$ cat config.mk
export PLATFORM = sky130hd
export DESIGN_NAME = checksummed_triple_value_deframer_top
export DESIGN_NICKNAME = d
export VERILOG_FILES = /design/src/design/ctvd_pkg.sv /design/src/design/ctvd_front.sv /design/src/design/ctvd_fifo.sv /design/src/design/checksummed_triple_value_deframer_top.sv
export SDC_FILE = /design/constraint.sdc
export NUM_CORES = 1
export LEC_CHECK = 0
export BUFFER_PORTS_ARGS = -buffer_cell sky130_fd_sc_hd__buf_2
export CORE_ASPECT_RATIO = 1.25
export CORE_UTILIZATION = 55
export CTS_CLUSTER_SIZE = 8
export DETAILED_ROUTE_END_ITERATION = 12
export PLACE_DENSITY = 0.76
export SLEW_MARGIN = 10
export SYNTH_ARGS = -nofsm -noshare
export SYNTH_HDL_FRONTEND = slang
export SYNTH_SLANG_ARGS = --single-unit
export TNS_END_PERCENT = 20
$ cat constraint.sdc
create_clock -name clk_i -period 7.52 [get_ports clk_i]
set_clock_uncertainty 0.05 [all_clocks]
set_input_delay 0.752 -clock clk_i [delete_from_list [all_inputs] [get_ports clk_i]]
set_output_delay 0.752 -clock clk_i [all_outputs]
set_load 0.05 [all_outputs]
$ cat src/design/ctvd_pkg.sv
package ctvd_pkg;

  localparam int unsigned FrameLen = 11;
  localparam int unsigned FillW = $clog2(FrameLen + 1);
  localparam int unsigned CntW = 32;
  localparam int unsigned OutCntW = 32;
  localparam int unsigned ValW = 24;
  localparam logic [7:0] MarkerReset = 8'h5a;

  localparam int unsigned QDepth = 4;
  localparam int unsigned QPtrW = $clog2(QDepth);
  localparam int unsigned QCntW = $clog2(QDepth + 1);

  typedef struct packed {
    logic signed [ValW-1:0] first_value;
    logic signed [ValW-1:0] second_value;
    logic signed [ValW-1:0] third_value;
    logic [OutCntW-1:0]     bytes_seen;
    logic [OutCntW-1:0]     frames_seen;
  } result_t;

endpackage

$ cat src/design/ctvd_front.sv
module ctvd_front (
  input  logic              clk_i,
  input  logic              rst_ni,
  input  logic              accept_i,
  input  logic [7:0]        rx_byte_i,
  input  logic              cfg_valid_i,
  input  logic [7:0]        cfg_data_i,
  output logic              res_valid_o,
  output ctvd_pkg::result_t res_o
);
  import ctvd_pkg::*;

  logic [7:0]       win_q [FrameLen];
  logic [7:0]       win_d [FrameLen];
  logic [FillW-1:0] fill_q, fill_d;
  logic [7:0]       sum_q, sum_d, sum_win;
  logic [CntW-1:0]  byte_cnt_q, byte_cnt_d;
  logic [CntW-1:0]  frame_cnt_q, frame_cnt_d;
  logic [7:0]       marker_q;
  logic             frame_ok;

  always_comb begin
    win_d       = win_q;
    fill_d      = fill_q;
    sum_win     = sum_q;
    byte_cnt_d  = byte_cnt_q;
    frame_cnt_d = frame_cnt_q;
    frame_ok    = 1'b0;
    if (accept_i) begin
      if (fill_q < FillW'(FrameLen)) begin
        win_d[fill_q] = rx_byte_i;
        fill_d        = fill_q + FillW'(1);
        if (fill_q < FillW'(FrameLen - 1)) begin
          sum_win = sum_q + rx_byte_i;
        end
      end else begin
        for (int k = 0; k < FrameLen - 1; k++) begin
          win_d[k] = win_q[k+1];
        end
        win_d[FrameLen-1] = rx_byte_i;
        sum_win = sum_q - win_q[0] + win_q[FrameLen-1];
      end
      byte_cnt_d = byte_cnt_q + CntW'(1);
      frame_ok   = (fill_d == FillW'(FrameLen)) && (win_d[0] == marker_q)
                   && (sum_win == rx_byte_i);
      if (frame_ok) begin
        frame_cnt_d = frame_cnt_q + CntW'(1);
        fill_d      = '0;
      end
    end
    sum_d = frame_ok ? 8'd0 : sum_win;
  end

  always_ff @(posedge clk_i) begin
    win_q <= win_d;
  end

  always_ff @(posedge clk_i or negedge rst_ni) begin
    if (!rst_ni) begin
      fill_q      <= '0;
      sum_q       <= '0;
      byte_cnt_q  <= '0;
      frame_cnt_q <= '0;
      marker_q    <= MarkerReset;
    end else begin
      fill_q      <= fill_d;
      sum_q       <= sum_d;
      byte_cnt_q  <= byte_cnt_d;
      frame_cnt_q <= frame_cnt_d;
      if (cfg_valid_i) begin
        marker_q <= cfg_data_i;
      end
    end
  end

  assign res_valid_o       = frame_ok;
  assign res_o.first_value  = {win_d[3], win_d[2], win_d[1]};
  assign res_o.second_value = {win_d[6], win_d[5], win_d[4]};
  assign res_o.third_value  = {win_d[9], win_d[8], win_d[7]};
  assign res_o.bytes_seen   = OutCntW'(byte_cnt_d);
  assign res_o.frames_seen  = OutCntW'(frame_cnt_d);

`ifndef SYNTHESIS
  a_fill_range: assert property (@(posedge clk_i) disable iff (!rst_ni)
    fill_q <= FillW'(FrameLen))
    else $error("window fill level out of range");
  a_frame_empties: assert property (@(posedge clk_i) disable iff (!rst_ni)
    res_valid_o |=> (fill_q == '0) && (sum_q == 8'd0))
    else $error("window not emptied after a frame");
  a_frame_cnt_hold: assert property (@(posedge clk_i) disable iff (!rst_ni)
    !res_valid_o |=> $stable(frame_cnt_q))
    else $error("frame counter moved without a frame");
`endif

endmodule

$ cat src/design/ctvd_fifo.sv
module ctvd_fifo (
  input  logic              clk_i,
  input  logic              rst_ni,
  input  logic              push_i,
  input  ctvd_pkg::result_t data_i,
  output logic              full_o,
  input  logic              pop_i,
  output logic              empty_o,
  output ctvd_pkg::result_t data_o
);
  import ctvd_pkg::*;

  result_t          mem_q [QDepth];
  logic [QPtrW-1:0] wr_ptr_q, rd_ptr_q;
  logic [QCntW-1:0] cnt_q;
  logic             do_push, do_pop;

  assign full_o  = (cnt_q == QCntW'(QDepth));
  assign empty_o = (cnt_q == '0);
  assign do_push = push_i && !full_o;
  assign do_pop  = pop_i && !empty_o;
  assign data_o  = mem_q[rd_ptr_q];

  always_ff @(posedge clk_i) begin
    if (do_push) begin
      mem_q[wr_ptr_q] <= data_i;
    end
  end

  always_ff @(posedge clk_i or negedge rst_ni) begin
    if (!rst_ni) begin
      wr_ptr_q <= '0;
      rd_ptr_q <= '0;
      cnt_q    <= '0;
    end else begin
      if (do_push) begin
        wr_ptr_q <= wr_ptr_q + QPtrW'(1);
      end
      if (do_pop) begin
        rd_ptr_q <= rd_ptr_q + QPtrW'(1);
      end
      if (do_push && !do_pop) begin
        cnt_q <= cnt_q + QCntW'(1);
      end else if (do_pop && !do_push) begin
        cnt_q <= cnt_q - QCntW'(1);
      end
    end
  end

`ifndef SYNTHESIS
  a_no_push_full: assert property (@(posedge clk_i) disable iff (!rst_ni)
    push_i |-> !full_o)
    else $error("result dropped into a full queue");
  a_cnt_range: assert property (@(posedge clk_i) disable iff (!rst_ni)
    cnt_q <= QCntW'(QDepth))
    else $error("queue count out of range");
  a_full_not_empty: assert property (@(posedge clk_i) disable iff (!rst_ni)
    !(full_o && empty_o))
    else $error("queue reports full and empty together");
`endif

endmodule

$ cat src/design/checksummed_triple_value_deframer_top.sv
// Channel   Handshake                 Payload
// input     push / full               rx_byte_i
// config    cfg_valid_i / cfg_ready_o cfg_data_i (start marker)
// result    empty / pop               first_value_o .. frames_seen_o
//
// One byte is taken every cycle while full is low; a frame check completes in the
// cycle of its last byte, and its result is registered into the result queue.
// A four-entry result queue separates the window logic from the consumer.
// full rises only when that queue holds four results that have not been popped.
// Reset is asynchronous and active low and empties the window, counters and queue.
module checksummed_triple_value_deframer_top (
  input  logic                           clk_i,
  input  logic                           rst_ni,
  input  logic                           push,
  output logic                           full,
  input  logic [7:0]                     rx_byte_i,
  input  logic                           cfg_valid_i,
  output logic                           cfg_ready_o,
  input  logic [7:0]                     cfg_data_i,
  output logic                           empty,
  input  logic                           pop,
  output logic signed [ctvd_pkg::ValW-1:0] first_value_o,
  output logic signed [ctvd_pkg::ValW-1:0] second_value_o,
  output logic signed [ctvd_pkg::ValW-1:0] third_value_o,
  output logic [ctvd_pkg::OutCntW-1:0]   bytes_seen_o,
  output logic [ctvd_pkg::OutCntW-1:0]   frames_seen_o
);
  import ctvd_pkg::*;

  logic    accept;
  logic    res_valid;
  result_t res;
  result_t q_data;

  assign accept      = push && !full;
  assign cfg_ready_o = 1'b1;

  ctvd_front u_front (
    .clk_i       (clk_i),
    .rst_ni      (rst_ni),
    .accept_i    (accept),
    .rx_byte_i   (rx_byte_i),
    .cfg_valid_i (cfg_valid_i),
    .cfg_data_i  (cfg_data_i),
    .res_valid_o (res_valid),
    .res_o       (res)
  );

  ctvd_fifo u_fifo (
    .clk_i   (clk_i),
    .rst_ni  (rst_ni),
    .push_i  (res_valid),
    .data_i  (res),
    .full_o  (full),
    .pop_i   (pop),
    .empty_o (empty),
    .data_o  (q_data)
  );

  assign first_value_o  = q_data.first_value;
  assign second_value_o = q_data.second_value;
  assign third_value_o  = q_data.third_value;
  assign bytes_seen_o   = q_data.bytes_seen;
  assign frames_seen_o  = q_data.frames_seen;

endmodule
==> results.txt <==
- Crit path launch: u_front.fill_q[1]
* Area growth, synth to finish: 15.3%
- Post-synthesis simple-gate area fraction: 0.0656
- GR Layer Usage met3: 0.0315
* Destination of the worst register-to-register timing path: u_fifo.mem_q[2][78]
- Summed over all failing endpoints, the final setup total negative slack is 0 ps.
- Based on the critical path, the design can be clocked at up to 185 MHz.
- Of all nets on the critical path, the largest fanout is 82.
- #FFs+latches synth: 723
- IO Port Bufs: 158
- Non-filler cells in the finished layout: ~2700
* Placement row count: between 90 and 100
- Multi-input gate area in the final layout: 8000 um^2
- Share of synthesized area spent on multiplexers: 0.112
* Number of vias after detailed routing: 16507
- Overall die height: 259 um
* Slew Limit Fails: 0
- Share of the synthesized netlist area taken by xor and xnor gates: 0.0241
- Worst slew pin tran: 1190 ps
* H-tree depth reported by CTS: 3
- Worst rel slew slack: 0.209
- At the worst endpoint, the arrival time is 5610 ps.
- Following the worst setup path forward leads to its endpoint at u_fifo.mem_q[2][78].
* Final Hold Fails: 0
- Status: finished clean
- PwrDens: between 400 and 500 nW/um^2
- Summing all non-filler instances in the final layout gives an area of approximately 33000 um^2.
* Area of the die: 53700 um^2
- After detailed routing, the number of vias per cell comes to just over 6.
* Count of antenna diodes in the layout: 0
- Total power: 15.4 mW
* Synthesized instance count: 1745
* Register-to-Register Path Depth: 12
* Prevailing post-synth register cell: edfxtp_1
- Area after DPL: 30500 um^2
- Unrepaired setup endpoints after global routing: no
- The total overflow left after global routing is 0.
- Of the total synthesized cell area, the portion taken by full adders, half adders and majority gates is 0.0174.
* Maximum Capacitance Violations: 0
* Cts bufs inserted: 100
- The first global-routing pass estimated 101 mm of wire.
- Final routed DRC violation total: 0
* Initial standard-cell utilization of the core: 0.560
- Warning count from the yosys run: 0
* Peak supply drop: 0.000331 V
* First-iteration detailed-routing DRC count: 1590
- Yosys mapped the design onto 74 distinct sky130hd cell types.
- Final ANT Viol Nets: 0
- By area the synthesized netlist is led by edfxtp_1 58%, mux4_2 11%, dfrtp_1 7.5%.
* Fraction of final layout cells sized beyond drive strength 1: 0.232
- Area leader, netlist: edfxtp_1
- Clock-pin slew reported for the worst setup and hold paths after clock tree synthesis: approximately 50 ps
- Class of the tightest hold or removal check: in2reg
- In the finished design, the share of the clock period the worst path needs comes to 0.720.
* Sequential-to-total area share from yosys stat: 0.707
- Number of enable-type register cells in the synthesized netlist: 560
- Clock insertion delay at the later pin of the skew report: 650 ps
- Averaged over all synthesized cells, the footprint is 16.6 um^2.
- Yosys instantiated no cell more often than edfxtp_1.
- Combinational family with the most area after synthesis: multiplexers
- After floorplanning, the core was sized to cover 51900 um^2.
* Crit end category: flip-flop
- The worst register-to-register path has a setup slack of 2100 ps.
* Routed WL per cell: 24.3 um
- Syn_nets: 1801
- Final number of setup-violating endpoints: 0
- Registers take ~20000 um^2.
- Overall routed net length: 65.4 mm
* Number of cells after detailed placement: 2500
- Entering global routing, the biggest net connects 83 pins.
* Met1 Track Usage GR: 0.328
* Proportion of register bits with asynchronous set or reset after synthesis: 0.126
- At the end of routability-driven placement, the weighted congestion stood at 0.888.
- For this run, the detailed router's first-pass iteration total came to 8.
* Total clock sinks: 723
- STA classifies the critical path startpoint as a flip-flop.
- The tree is rooted in a clkbuf_16.
- DP HPWL: around 39 mm
- The critical path in this run is classified as reg2reg.
- The worst path in the final design needs a cycle of 5420 ps, including I/O delays and setup.
- Number of antenna violations at the first check in global routing: 0
- The fraction of the mapped netlist area in compound gates is 0.0547.
- Longest Clk Path Bufs: 3
- Source of the worst register-to-register timing path: u_front.fill_q[1]
* TritonCTS clock tree: done
- The via count of the first global-routing pass came to 16948.
- The commonest cells after synthesis are 560 x edfxtp_1, 136 x mux4_2, 108 x nor2_1.
- Global routing usage on met2: 0.424
- The layer flagged by global routing as most heavily used is met2.
- Total routing usage reported by global routing: 0.250
- The net count of the finished layout is between 1500 and 2000.
- Summing every instance area after synthesis gives 29000 um^2.
- Critical Path RT: slightly below 8000 ps
- Leak pwr: 12.0 nW
- After filler insertion, the fill cell instance count of the layout stands at 3558.
- Measured along the x axis, the die boundary spans 208 um.
- Yosys top cell area share: 0.579
- Pin placement for this block handled 160 I/O pins.
[power by group]
group,internal [mW],switching (mW)
Clock,2.50,1.61
Combinational,1.86,3.96
Sequential,5.02,0.410
Total,9.39,5.99
[what timing repair did]
action,in CTS,in global routing
hold buffers,1,0
endpoints found under the setup margin,0,0
buffers inserted,0,0
gates resized for setup,0,0
hold endpoints to repair,16,0
[cells in the final DEF (no fill, tap or decap), types with 72 or more instances in the layout]
cell type,n
dfxtp_1,72
edfxtp_1,560
clkbuf_1,82
nor2_1,108
nand2_1,72
a21oi_1,72
clkbuf_16,100
mux4_2,136
dfrtp_1,85
buf_2,157
[kinds of logic (layout without fill, tap and decap cells)]
kind of cell | Yosys count | count (layout)
AOI/OAI and AO/OA | 255 | 255
xor gates and xnor gates | 80 | 80
adders and majority gates | 35 | 35
buffers and inverters | 130 | 410
DFF | 723 | 723
muxes | 154 | 154
other | 1 | 1
and+or+nand+nor | 367 | 367
[routing by layer]
| metal | up-vias | wire (um) | share of wire |
|---|---|---|---|
| li1 | 7262 | - | - |
| met1 | 8445 | 26000 | 0.40 |
| met2 | 665 | 33600 | 0.51 |
| met3 | 135 | 3560 | 0.054 |
| met4 | 0 | 2180 | 0.033 |
| met5 | - | 0 | 0 |
[area by class of cell]
| cell class | instances | share of cell area |
|---|---|---|
| Clock buffer | 182 | 0.0839 |
| Multi-Input combinational cell | 892 | 0.239 |
| Inverter | 40 | 0.00449 |
| Timing Repair Buffer | 181 | 0.0308 |
| Tap cell | 665 | 0.0249 |
| Sequential cell | 723 | 0.614 |
| Clock inverter | 7 | 0.00325 |
[worst max-delay path, stage by stage (launching register included)]
cell and delay, ps:
dfrtp_1 550, ha_1 580, o21ai_4 260, buf_4 460, o32ai_1 210, o21ai_0 280
nand4_1 180, nor4_1 380, nand4_1 160, nor4_2 410, buf_4 320, and3_4 570
buf_12 470
[through the flow]
stage	utilization	hold WS [ps]	worst slack, ps
finish	0.645	289	2100
global route	0.645	288	1860
CTS	0.645	267	2170
detailed placement	0.589	432	2200
global placement	0.589	422	2220
floorplan	-	406	390
[sequential cells by signal, indices dropped and copies added, names as in the netlist, named ones only]
| register | flops |
|---|---|
| u_front.marker_q | 8 |
| u_fifo.rd_ptr_q | 2 |
| u_front.win_q | 80 |
| u_front.sum_q | 8 |
| u_front.frame_cnt_q | 32 |
| u_fifo.wr_ptr_q | 2 |
| u_fifo.cnt_q | 3 |
| u_fifo.mem_q | 544 |
| u_front.fill_q | 4 |
| u_front.byte_cnt_q | 32 |
[how the worst min path moves through the flow]
stage / from / end / slack, ps / cells after the start
after floorplan: rst_ni / u_fifo.cnt_q[0] / 410 / 0
after global placement: u_fifo.cnt_q[2] / u_fifo.cnt_q[2] / 420 / 1
after detailed placement: u_fifo.cnt_q[2] / u_fifo.cnt_q[2] / 430 / 1
after CTS: cfg_data_i[7] / u_front.marker_q[7] / 270 / 2
after global routing: cfg_data_i[1] / u_front.marker_q[1] / 290 / 2
final: cfg_data_i[7] / u_front.marker_q[7] / 290 / 2
Note: power is estimated with default switching activity, not from simulation.
